==> src/hw/rtl/pti_pkg.sv <==
package pti_pkg;

    localparam int MAX_PARTICLES = 64;
    localparam int AW = (MAX_PARTICLES > 1) ? $clog2(MAX_PARTICLES) : 1;
    localparam int CW = $clog2(MAX_PARTICLES + 1);

    typedef enum logic [1:0] {
        CMD_SPAWN = 2'd0,
        CMD_TICK  = 2'd1,
        CMD_READ  = 2'd2,
        CMD_NOP   = 2'd3
    } t_cmd;

    typedef enum logic [3:0] {
        S_IDLE, S_DEC, S_SPAWN, S_RD, S_RDW, S_TICK, S_DRAIN, S_RESP
    } t_state;

    typedef struct packed {
        logic [1:0]  cmd;
        logic [31:0] pos_x;
        logic [31:0] pos_y;
        logic [31:0] pos_z;
        logic [31:0] vel_x;
        logic [31:0] vel_y;
        logic [31:0] vel_z;
        logic [31:0] size_w;
        logic [31:0] size_h;
        logic [31:0] lifetime;
        logic [31:0] elapsed;
        logic [5:0]  read_index;
    } t_in_item;

    typedef struct packed {
        logic [6:0]  live_count;
        logic        accepted;
        logic [31:0] out_pos_x;
        logic [31:0] out_pos_y;
        logic [31:0] out_pos_z;
        logic [31:0] out_vel_x;
        logic [31:0] out_vel_y;
        logic [31:0] out_vel_z;
        logic [31:0] out_size_w;
        logic [31:0] out_size_h;
        logic [31:0] out_age;
        logic [31:0] out_life;
    } t_out_item;

    // one table row
    typedef struct packed {
        logic [31:0] px;
        logic [31:0] py;
        logic [31:0] pz;
        logic [31:0] vx;
        logic [31:0] vy;
        logic [31:0] vz;
        logic [31:0] sw;
        logic [31:0] sh;
        logic [31:0] age;
        logic [31:0] life;
    } t_entry;

    typedef struct packed {
        logic latch;
        logic spawn_wr;
        logic tk_start;
        logic tk_issue;
        logic tk_end;
        logic resp_load;
    } t_dp_cmd;

    typedef struct packed {
        logic [1:0] cmd;
        logic       k_done;
        logic       pipe_busy;
        logic       out_free;
    } t_dp_sts;

    // magnitude of a signed 32-bit value
    function automatic logic [31:0] abs32(input logic [31:0] v);
        logic [31:0] r;
        r = v[31] ? (~v + 32'd1) : v;
        return r;
    endfunction

    // pos + floor(prod/65536) with sign, saturated to signed 32 bits
    function automatic logic [31:0] adv(input logic [31:0] pos, input logic neg,
                                        input logic [63:0] prod);
        logic [48:0] d;
        logic [49:0] s;
        logic [49:0] dd;
        logic [31:0] r;
        d  = neg ? 49'((65'(prod) + 65'd65535) >> 16) : 49'(prod >> 16);
        dd = neg ? (~{1'b0, d} + 50'd1) : {1'b0, d};
        s  = {{18{pos[31]}}, pos} + dd;
        if (!s[49] && (s[48:31] != 18'd0))
            r = 32'h7FFF_FFFF;
        else if (s[49] && (s[48:31] != 18'h3FFFF))
            r = 32'h8000_0000;
        else
            r = s[31:0];
        return r;
    endfunction

endpackage

==> src/hw/rtl/pti_ctrl.sv <==
module pti_ctrl (
    input  logic             i_clk,
    input  logic             i_rst_n,
    input  logic             i_in_valid,
    output logic             o_in_ready,
    input  pti_pkg::t_dp_sts i_sts,
    output pti_pkg::t_dp_cmd o_cmd
);
    import pti_pkg::*;

    t_state r_state, n_state;

    // state register
    always_ff @(posedge i_clk) begin
        if (!i_rst_n) r_state <= S_IDLE;
        else          r_state <= n_state;
    end

    // next state and commands
    always_comb begin
        n_state    = r_state;
        o_cmd      = '0;
        o_in_ready = 1'b0;
        unique case (r_state)
            S_IDLE: begin
                o_in_ready = i_rst_n;
                if (i_in_valid && i_rst_n) begin
                    o_cmd.latch = 1'b1;
                    n_state     = S_DEC;
                end
            end
            S_DEC: begin
                unique case (t_cmd'(i_sts.cmd))
                    CMD_SPAWN: n_state = S_SPAWN;
                    CMD_TICK: begin
                        o_cmd.tk_start = 1'b1;
                        n_state        = S_TICK;
                    end
                    CMD_READ: n_state = S_RD;
                    default:  n_state = S_RESP;
                endcase
            end
            S_SPAWN: begin
                o_cmd.spawn_wr = 1'b1;
                n_state        = S_RESP;
            end
            S_RD:  n_state = S_RDW;
            S_RDW: n_state = S_RESP;
            S_TICK: begin
                if (i_sts.k_done) n_state = S_DRAIN;
                else              o_cmd.tk_issue = 1'b1;
            end
            S_DRAIN: begin
                if (!i_sts.pipe_busy) begin
                    o_cmd.tk_end = 1'b1;
                    n_state      = S_RESP;
                end
            end
            S_RESP: begin
                if (i_sts.out_free) begin
                    o_cmd.resp_load = 1'b1;
                    n_state         = S_IDLE;
                end
            end
            default: n_state = S_IDLE;
        endcase
    end
endmodule

==> config.mk <==
export PLATFORM = sky130hd
export DESIGN_NAME = pti_ctrl
export DESIGN_NICKNAME = d
export VERILOG_FILES = /design/src/hw/rtl/pti_pkg.sv /design/src/hw/rtl/pti_ctrl.sv
export SDC_FILE = /design/constraint.sdc
export NUM_CORES = 1
export LEC_CHECK = 0
export BUFFER_PORTS_ARGS = -buffer_cell sky130_fd_sc_hd__clkbuf_2
export CAP_MARGIN = 20
export CORE_AREA = 4 4 41 43
export CTS_CLUSTER_SIZE = 16
export DETAILED_ROUTE_END_ITERATION = 10
export DIE_AREA = 0 0 45 47
export GPL_TIMING_DRIVEN = 0
export PLACE_DENSITY = 0.55
export SKIP_LAST_GASP = 1
export SLEW_MARGIN = 20
export SYNTH_ARGS = -nofsm -noshare
export SYNTH_HDL_FRONTEND = slang
export SYNTH_SLANG_ARGS = --single-unit
==> constraint.sdc <==
create_clock -name i_clk -period 1.55 [get_ports i_clk]
set_clock_uncertainty 0.1 [all_clocks]
set_input_delay 0.465 -clock i_clk [delete_from_list [all_inputs] [get_ports i_clk]]
set_output_delay 0.465 -clock i_clk [all_outputs]
set_load 0.02 [all_outputs]
==> results.py, run 1 <==
metrics = {
    "timing": {
        "final.period_utilization_pct": 113,
        "achievable-frequency_mhz": 572,
        "hold_violations": 0,
        "slew_headroom_pct": 82.2,
        "post-route-worst-setup-slack_ns": -0.198,
        "slew_violations": 0,
        "final-setup-viol-count": 7,
        "grt_setup_unrepaired": "yes",
        "final.min_clock_period_ns": 1.75,
        "worstMarginPinSlew_ns": 0.263,
    },
    "cts": {
        "clkLatencyLatePin_ns": 0.23,
        "cts_num_sinks": 3,
        "post_cts_hold_buffer_count": 0,
        "numCtsBuffers": 3,
        "cts_tree": "yes",
        "root_buffer": "sky130_fd_sc_hd__clkbuf_4",
        "htreeDepth": 1,
        "cts.path.max_buffers": 2,
        "clkSlewWorstSetupHoldPaths_ns": 0.04,
    },
    "global_route": {
        "grt_pass1_vias": 364,
        "global_route.usage.met2_pct": 16.1,
        "gr-usage-met3_pct": 2.68,
        "grt.met1_usage_pct": 10.6,
        "grt_busiest_layer": "met2",
        "global_route.usage.total_pct": 9.23,
        "grt_start_max_net_pins": 9,
        "grt_pass1_wl_um": 1430,
        "antenna_found_initial": 0,
        "globalRoute.totalOverflow": 0,
    },
    "route": {
        "first_iter_violations": 8,
        "route.final.wire_length_um": 978,
        "drt_drc_violations_left": 0,
        "dr_total_vias": 389,
        "avgViaCountPerCell": 4.74,
        "detail_route.wl_per_cell_um": 11.9,
        "postRouteAntennaNets": 0,
        "drt_first_pass_iters": 4,
    },
    "synthesis": {
        "post_synth_and_or_nand_nor_area_fraction_pct": 44.4,
        "synthMostInstantiatedCell": "sky130_fd_sc_hd__nor2_1",
        "synth.yosys.seq_area_share_pct": 20.7,
        "async_reset_ff_share_pct": 0,
        "syn_area_um2": 290,
        "synth_top_cells_by_area": "sky130_fd_sc_hd__dfxtp_1 21%, sky130_fd_sc_hd__nor2_1 6.5%, sky130_fd_sc_hd__nand4b_1 6.0%",
        "synth.net_count": 47,
        "synthDominantCellAreaShare_pct": 20.7,
        "synth.avg_cell_area_um2": 7.44,
        "yosys_warnings": 0,
        "combinational_family_with_the_most_area_after_synthesis": "simple AND/OR/NAND/NOR gates",
        "synth_xor_xnor_area_share_pct": 0,
        "synth_common_cells": "5 x sky130_fd_sc_hd__nor2_1, 4 x sky130_fd_sc_hd__nand2_1, 3 x sky130_fd_sc_hd__dfxtp_1, 3 x sky130_fd_sc_hd__inv_1, 3 x sky130_fd_sc_hd__nor3_1",
        "count_of_flip_flops_with_a_built_in_enable_after_synthesis": 0,
        "complex_gate_fraction_of_the_synthesized_area_pct": 25.0,
        "muxShareOfSynthArea_pct": 0,
        "adder_cell_share_of_the_synthesized_area_pct": 0,
        "post_synth_cell_types": 23,
        "synthFlopType": "sky130_fd_sc_hd__dfxtp_1",
        "post_synth_inst_count": 39,
        "ys_seq_elements": 3,
        "synth_largest_area_cell": "sky130_fd_sc_hd__dfxtp_1",
    },
    "setup_path": {
        "path_max_fanout": 6,
        "timing.critical_path.to_type": "output port",
        "regToRegSetupSlack_ns": 0.19,
        "crit_path_max_incr_delay_ns": 0.32,
        "rr_startpoint": "r_state[2]$_SDFFE_PN0P_",
        "standard_cell_with_the_maximum_stage_delay_on_the_critical_path": "sky130_fd_sc_hd__dfxtp_2",
        "critical_path.startpoint_type": "flip-flop",
        "cp.required_ns": 0.98,
        "setup.worst_path.class": "flip-flop to output port",
        "worstPathCellList": "buf_6, nor3_4, and3_1, clkbuf_8",
        "setup.worst_path.start": "r_state[1]$_SDFFE_PN0P_",
        "crit_arrival_ns": 1.18,
        "r2r.worst_path.cells": 4,
    },
    "floorplan": {
        "dieArea_mm2": 0.00212,
        "fp.dieW_um": 45,
        "placement_rows": 13,
        "area_inside_the_core_boundary_mm2": 0.00130,
        "start_util_pct": 22.3,
        "fp.dieH_um": 47,
        "design.portCount": 15,
    },
    "layout": {
        "fillCellCount": 133,
        "flip_flop_count_of_the_largest_register_all_copies_and_words_added": 3,
        "layout.nets": 76,
        "fin_util_pct": 47.4,
        "area_added_between_synthesis_and_finish_pct": 113,
        "multi_input_area_um2": 254,
        "largestRegisters": "r_state x3",
        "top_register": "r_state",
        "antenna-diode-count": 0,
        "layout.area.seq_um2": 68.8,
        "post_route_cells_drive_above_1_share_pct": 62.7,
    },
    "hold_path": {
        "hold_path_depth": 3,
        "hold_path.startpoint": "i_rst_n",
        "min-delay-path-class": "input pin to flip-flop",
    },
    "place": {
        "gp_congestion": 0.732,
        "post-dp-hpwl_um": 599,
        "numPortBuffers": 14,
        "place_ws_ns": -0.0892,
    },
    "power": {
        "power.ir.vdd_worst_uv": 559,
        "power.leakage_uw": 0.000290,
        "power.density_cell_area_mw_per_mm2": 1910,
    },
    "status": {
        "result_of_the_run": "finished, violations left",
        "violated_checks": "negative setup slack",
    },
    "run": {
        "cap_violations": 0,
    },
}
## per-layer routing
layer  up-vias  share of wire (%)
met5         -                  0
met1       173                 42
met2        14                 51
li1        202                  -
met3         0                6.5
met4         0                  0
## where the power goes
part	internal [uW]	leakage [uW]	switching [uW]	total [uW]
logic	470	0.000249	402	872
clock network	96.5	0.0000150	40.6	137
registers	133	0.0000264	34.9	168
total	699	0.000290	477	1180
## worst paths after layout
kind | end
worst min-delay path | r_state[0]$_SDFFE_PN0P_
worst min register to register | r_state[0]$_SDFFE_PN0P_
worst max register to register | r_state[1]$_SDFFE_PN0P_
worst max-delay path | o_cmd[5]
## worst max-delay path, delay by kind of cell, from the launching register on
| kind | cells | cell delay, ns |
|---|---|---|
| and+or+nand+nor | 2 | 0.35 |
| DFF | 1 | 0.32 |
| buffers and inverters | 2 | 0.28 |
## kinds of logic (layout without fill, tap and decap cells)
kind of cell    count (synthesis)  after routing
flops                           3              3
compound gates                  9              9
buf+inv                         6             34
simple gates                   21             21
## per-stage QoR
step / std cells / hold WS, ns / power [uW] / area [um^2] / TNS, ns
6_report: 82 / 0.396 / 1180 / 617 / -1.05
5_1_grt: 82 / 0.428 / 1250 / 617 / -1.37
4_1_cts: 79 / 0.385 / 1060 / 561 / -0.976
3_5_place_dp: 68 / 0.532 / 630 / 395 / -0.350
3_3_place_gp: 68 / 0.546 / 629 / 395 / -0.289
2_1_floorplan: 39 / 0.479 / 518 / 307 / -0.0621
## cell usage in the layout (no fill, tap or decap)
cell type and n:
sky130_fd_sc_hd__o221a_1 1, sky130_fd_sc_hd__clkbuf_1 1, sky130_fd_sc_hd__nand2_4 1, sky130_fd_sc_hd__nor3_1 1, sky130_fd_sc_hd__dfxtp_4 2, sky130_fd_sc_hd__and2_1 1
sky130_fd_sc_hd__nor4_4 1, sky130_fd_sc_hd__nand4b_2 1, sky130_fd_sc_hd__nand2_1 2, sky130_fd_sc_hd__buf_6 2, sky130_fd_sc_hd__nand2_2 1, sky130_fd_sc_hd__nor3b_2 1
sky130_fd_sc_hd__clkbuf_2 7, sky130_fd_sc_hd__a22oi_2 1, sky130_fd_sc_hd__nand3_1 1, sky130_fd_sc_hd__buf_8 2, sky130_fd_sc_hd__o21ai_1 2, sky130_fd_sc_hd__nor3_4 2
sky130_fd_sc_hd__a21oi_1 1, sky130_fd_sc_hd__clkbuf_8 2, sky130_fd_sc_hd__nor2_1 5, sky130_fd_sc_hd__inv_1 3, sky130_fd_sc_hd__a31oi_1 1, sky130_fd_sc_hd__and3_1 1
sky130_fd_sc_hd__clkbuf_16 1, sky130_fd_sc_hd__o31ai_1 1, sky130_fd_sc_hd__o41ai_1 1, sky130_fd_sc_hd__clkbuf_4 3, sky130_fd_sc_hd__nand4b_1 2, sky130_fd_sc_hd__and4bb_4 1
sky130_fd_sc_hd__a2111o_1 1, sky130_fd_sc_hd__buf_4 13, sky130_fd_sc_hd__dfxtp_2 1
## what timing repair did
item | 4_1_cts | 5_1_grt
pin swaps | 3 | 2
gates resized for setup | 23 | 12
setup endpoints to repair | 7 | 7
buffers inserted | 7 | 3
## layout make-up
cell class                      count  share of cell area (%)
Tap cell                           15                    3.04
Multi-Input combinational cell     30                    41.2
Timing Repair Buffer               24                    30.2
Inverter                            3                    1.83
Buffer                              3                    8.32
Sequential cell                     3                    11.2
Clock buffer                        4                    4.26
No activity file was read; power rests on OpenSTA's default activity.
==> run 2: changes to the inputs <==
- ABC_AREA: default -> 1
==> run 2 against run 1 <==
Against the previous run: the flow still finishes with violations (negative setup slack); power shrank 29%; via count shrank 2.3%; utilization shrank 8.5 points; largest power group unchanged.
==> results.py, run 2 <==
metrics = {
    "layout": {
        "layout.cells.most_common": "sky130_fd_sc_hd__nand2_1",
        "largestRegisters": "r_state x3",
        "post_route_cells_drive_above_1_share_pct": 56.8,
        "layout.nets": 83,
        "final_cell_mix": "13 x sky130_fd_sc_hd__nand2_1, 9 x sky130_fd_sc_hd__buf_4, 8 x sky130_fd_sc_hd__nor2_1",
        "area_added_between_synthesis_and_finish_pct": 80.0,
        "flip_flop_count_of_the_largest_register_all_copies_and_words_added": 3,
        "fin_util_pct": 38.9,
        "finalNonFillerCells": 89,
        "antenna-diode-count": 0,
        "finalInstanceArea_um2": 507,
        "top_register": "r_state",
    },
    "cts": {
        "cts.path.max_buffers": 2,
        "root_buffer": "sky130_fd_sc_hd__clkbuf_4",
        "htreeDepth": 1,
        "clkSlewWorstSetupHoldPaths_ns": 0.04,
        "numCtsBuffers": 3,
        "clkLatencyLatePin_ns": 0.23,
        "cts_num_sinks": 3,
        "cts_tree": "yes",
    },
    "synthesis": {
        "async_reset_ff_share_pct": 0,
        "syn_area_um2": 282,
        "synthDominantCellAreaShare_pct": 21.3,
        "post_synth_inst_count": 52,
        "synth_largest_area_cell": "sky130_fd_sc_hd__dfxtp_1",
        "yosys_warnings": 0,
        "count_of_flip_flops_with_a_built_in_enable_after_synthesis": 0,
        "post_synth_cell_types": 14,
        "synth.net_count": 60,
        "synth_top_cells_by_area": "sky130_fd_sc_hd__dfxtp_1 21%, sky130_fd_sc_hd__nand2_1 19%, sky130_fd_sc_hd__nor2_1 12%",
        "ys_seq_elements": 3,
        "synth_common_cells": "14 x sky130_fd_sc_hd__nand2_1, 9 x sky130_fd_sc_hd__nor2_1, 6 x sky130_fd_sc_hd__inv_1",
        "synth.avg_cell_area_um2": 5.41,
        "synthMostInstantiatedCell": "sky130_fd_sc_hd__nand2_1",
        "synth.yosys.seq_area_share_pct": 21.3,
        "synthFlopType": "sky130_fd_sc_hd__dfxtp_1",
    },
    "setup_path": {
        "path_buf_inv": 2,
        "path_max_fanout": 6,
        "critical_path.startpoint_type": "flip-flop",
        "standard_cell_with_the_maximum_stage_delay_on_the_critical_path": "sky130_fd_sc_hd__dfxtp_4",
        "timing.critical_path.to_type": "output port",
        "cp.required_ns": 0.98,
        "worstPathCellList": "inv_4, nor4_4, buf_4",
        "rr_startpoint": "r_state[0]$_SDFFE_PN0P_",
        "crit_arrival_ns": 1.06,
        "setup.worst_path.start": "r_state[2]$_SDFFE_PN0P_",
        "critical-path-top-delay-family": "flip-flops",
        "setup.worst_path.class": "flip-flop to output port",
        "crit_path_max_incr_delay_ns": 0.40,
    },
    "route": {
        "drt_first_pass_iters": 3,
        "drt_drc_violations_left": 0,
        "route.final.wire_length_um": 804,
        "avgViaCountPerCell": 4.27,
        "first_iter_violations": 6,
        "dr_total_vias": 380,
        "postRouteAntennaNets": 0,
        "detail_route.wl_per_cell_um": 9.03,
    },
    "timing": {
        "slew_headroom_pct": 87.8,
        "final.period_utilization_pct": 105,
        "final-setup-viol-count": 6,
        "final.min_clock_period_ns": 1.62,
        "fin_hold_ws_ns": 0.385,
        "slew_violations": 0,
        "worstMarginPinSlew_ns": 0.182,
        "hold_violations": 0,
        "post-route-worst-setup-slack_ns": -0.0702,
        "grt_setup_unrepaired": "yes",
        "achievable-frequency_mhz": 617,
    },
    "floorplan": {
        "dieArea_mm2": 0.00212,
        "fp.dieH_um": 47,
        "fp.dieW_um": 45,
        "design.portCount": 15,
        "start_util_pct": 21.6,
        "area_inside_the_core_boundary_mm2": 0.00130,
        "placement_rows": 13,
    },
    "hold_path": {
        "min-delay-path-class": "input pin to flip-flop",
        "hold_path.startpoint": "i_rst_n",
    },
    "status": {
        "result_of_the_run": "finished, violations left",
        "violated_checks": "negative setup slack",
    },
    "place": {
        "numPortBuffers": 14,
        "post-dp-hpwl_um": 622,
        "gp_congestion": 0.775,
        "placed_cells_incl_taps": 81,
        "detailed_place.area_um2": 382,
    },
    "power": {
        "power.ir.vdd_worst_uv": 665,
        "power.density_cell_area_mw_per_mm2": 1660,
        "power.leakage_uw": 0.000275,
        "post_layout_power_uw": 841,
    },
    "global_route": {
        "grt_start_max_net_pins": 8,
        "grt_pass1_wl_um": 1280,
        "grt_pass1_vias": 339,
        "globalRoute.totalOverflow": 0,
        "global_route.usage.total_pct": 8.45,
        "antenna_found_initial": 0,
    },
    "run": {
        "cap_violations": 0,
    },
}
run 2: cell families after synthesis:
kind of cell | count (synthesis) | synth area share [%]
AO/OA/AOI/OAI | 3 | 5.33
buffers and inverters | 9 | 12.0
flip-flops | 3 | 21.3
AND/OR/NAND/NOR | 37 | 61.3
run 2: routing by layer:
metal	global-route usage [%]	part of all wire, %	vias to the layer above
li1	-	-	208
met1	10.0	47	163
met2	12.1	45	9
met3	3.07	8.0	0
met4	7.02	0	0
met5	0	0	-
run 2: power by group:
group | total, uW | switching, uW | leakage (uW) | internal (uW)
sequential | 216 | 89.2 | 0.0000267 | 127
combinational | 488 | 280 | 0.000233 | 208
clock | 136 | 39.8 | 0.0000150 | 96.4
run 2: area by class of cell:
class                   instances  area, um^2
clock buffers                   4        26.3
fillers                       152         795
inverters                       9        41.3
multi-input cells              40         228
flip-flops and latches          3        71.3
well taps                      15        18.8
repair buffers                 18         121
run 2: what timing repair did:
item                       CTS  global route
buffers inserted             3             1
setup endpoints to repair    7             7
resized for setup           18            14
hold buffers                 0             0
pin swaps                    2             2
run 2: worst reg2reg max path, delay by kind of cell (launching register included):
| family | cells | cell delay, ns |
|---|---|---|
| buffers and inverters | 2 | 0.21 |
| AND/OR/NAND/NOR | 7 | 0.45 |
| flip-flops | 1 | 0.38 |
run 2: path summary, 6_finish.rpt:
check                                               end  slack (ns)  cells after the start
worst max-delay path                           o_cmd[1]       -0.07                      3
worst min-delay path            r_state[2]$_SDFFE_PN0P_        0.38                      3
worst max register to register  r_state[0]$_SDFFE_PN0P_        0.30                      9
worst min register to register  r_state[0]$_SDFFE_PN0P_        0.50                      2
run 2: through the flow:
step           worst slack, ns  TNS [ns]
5_1_grt                 -0.116    -0.632
3_3_place_gp           -0.0272   -0.0272
4_1_cts                 -0.108    -0.536
6_report               -0.0702    -0.282
3_5_place_dp           -0.0282   -0.0315
2_1_floorplan          0.00343         0
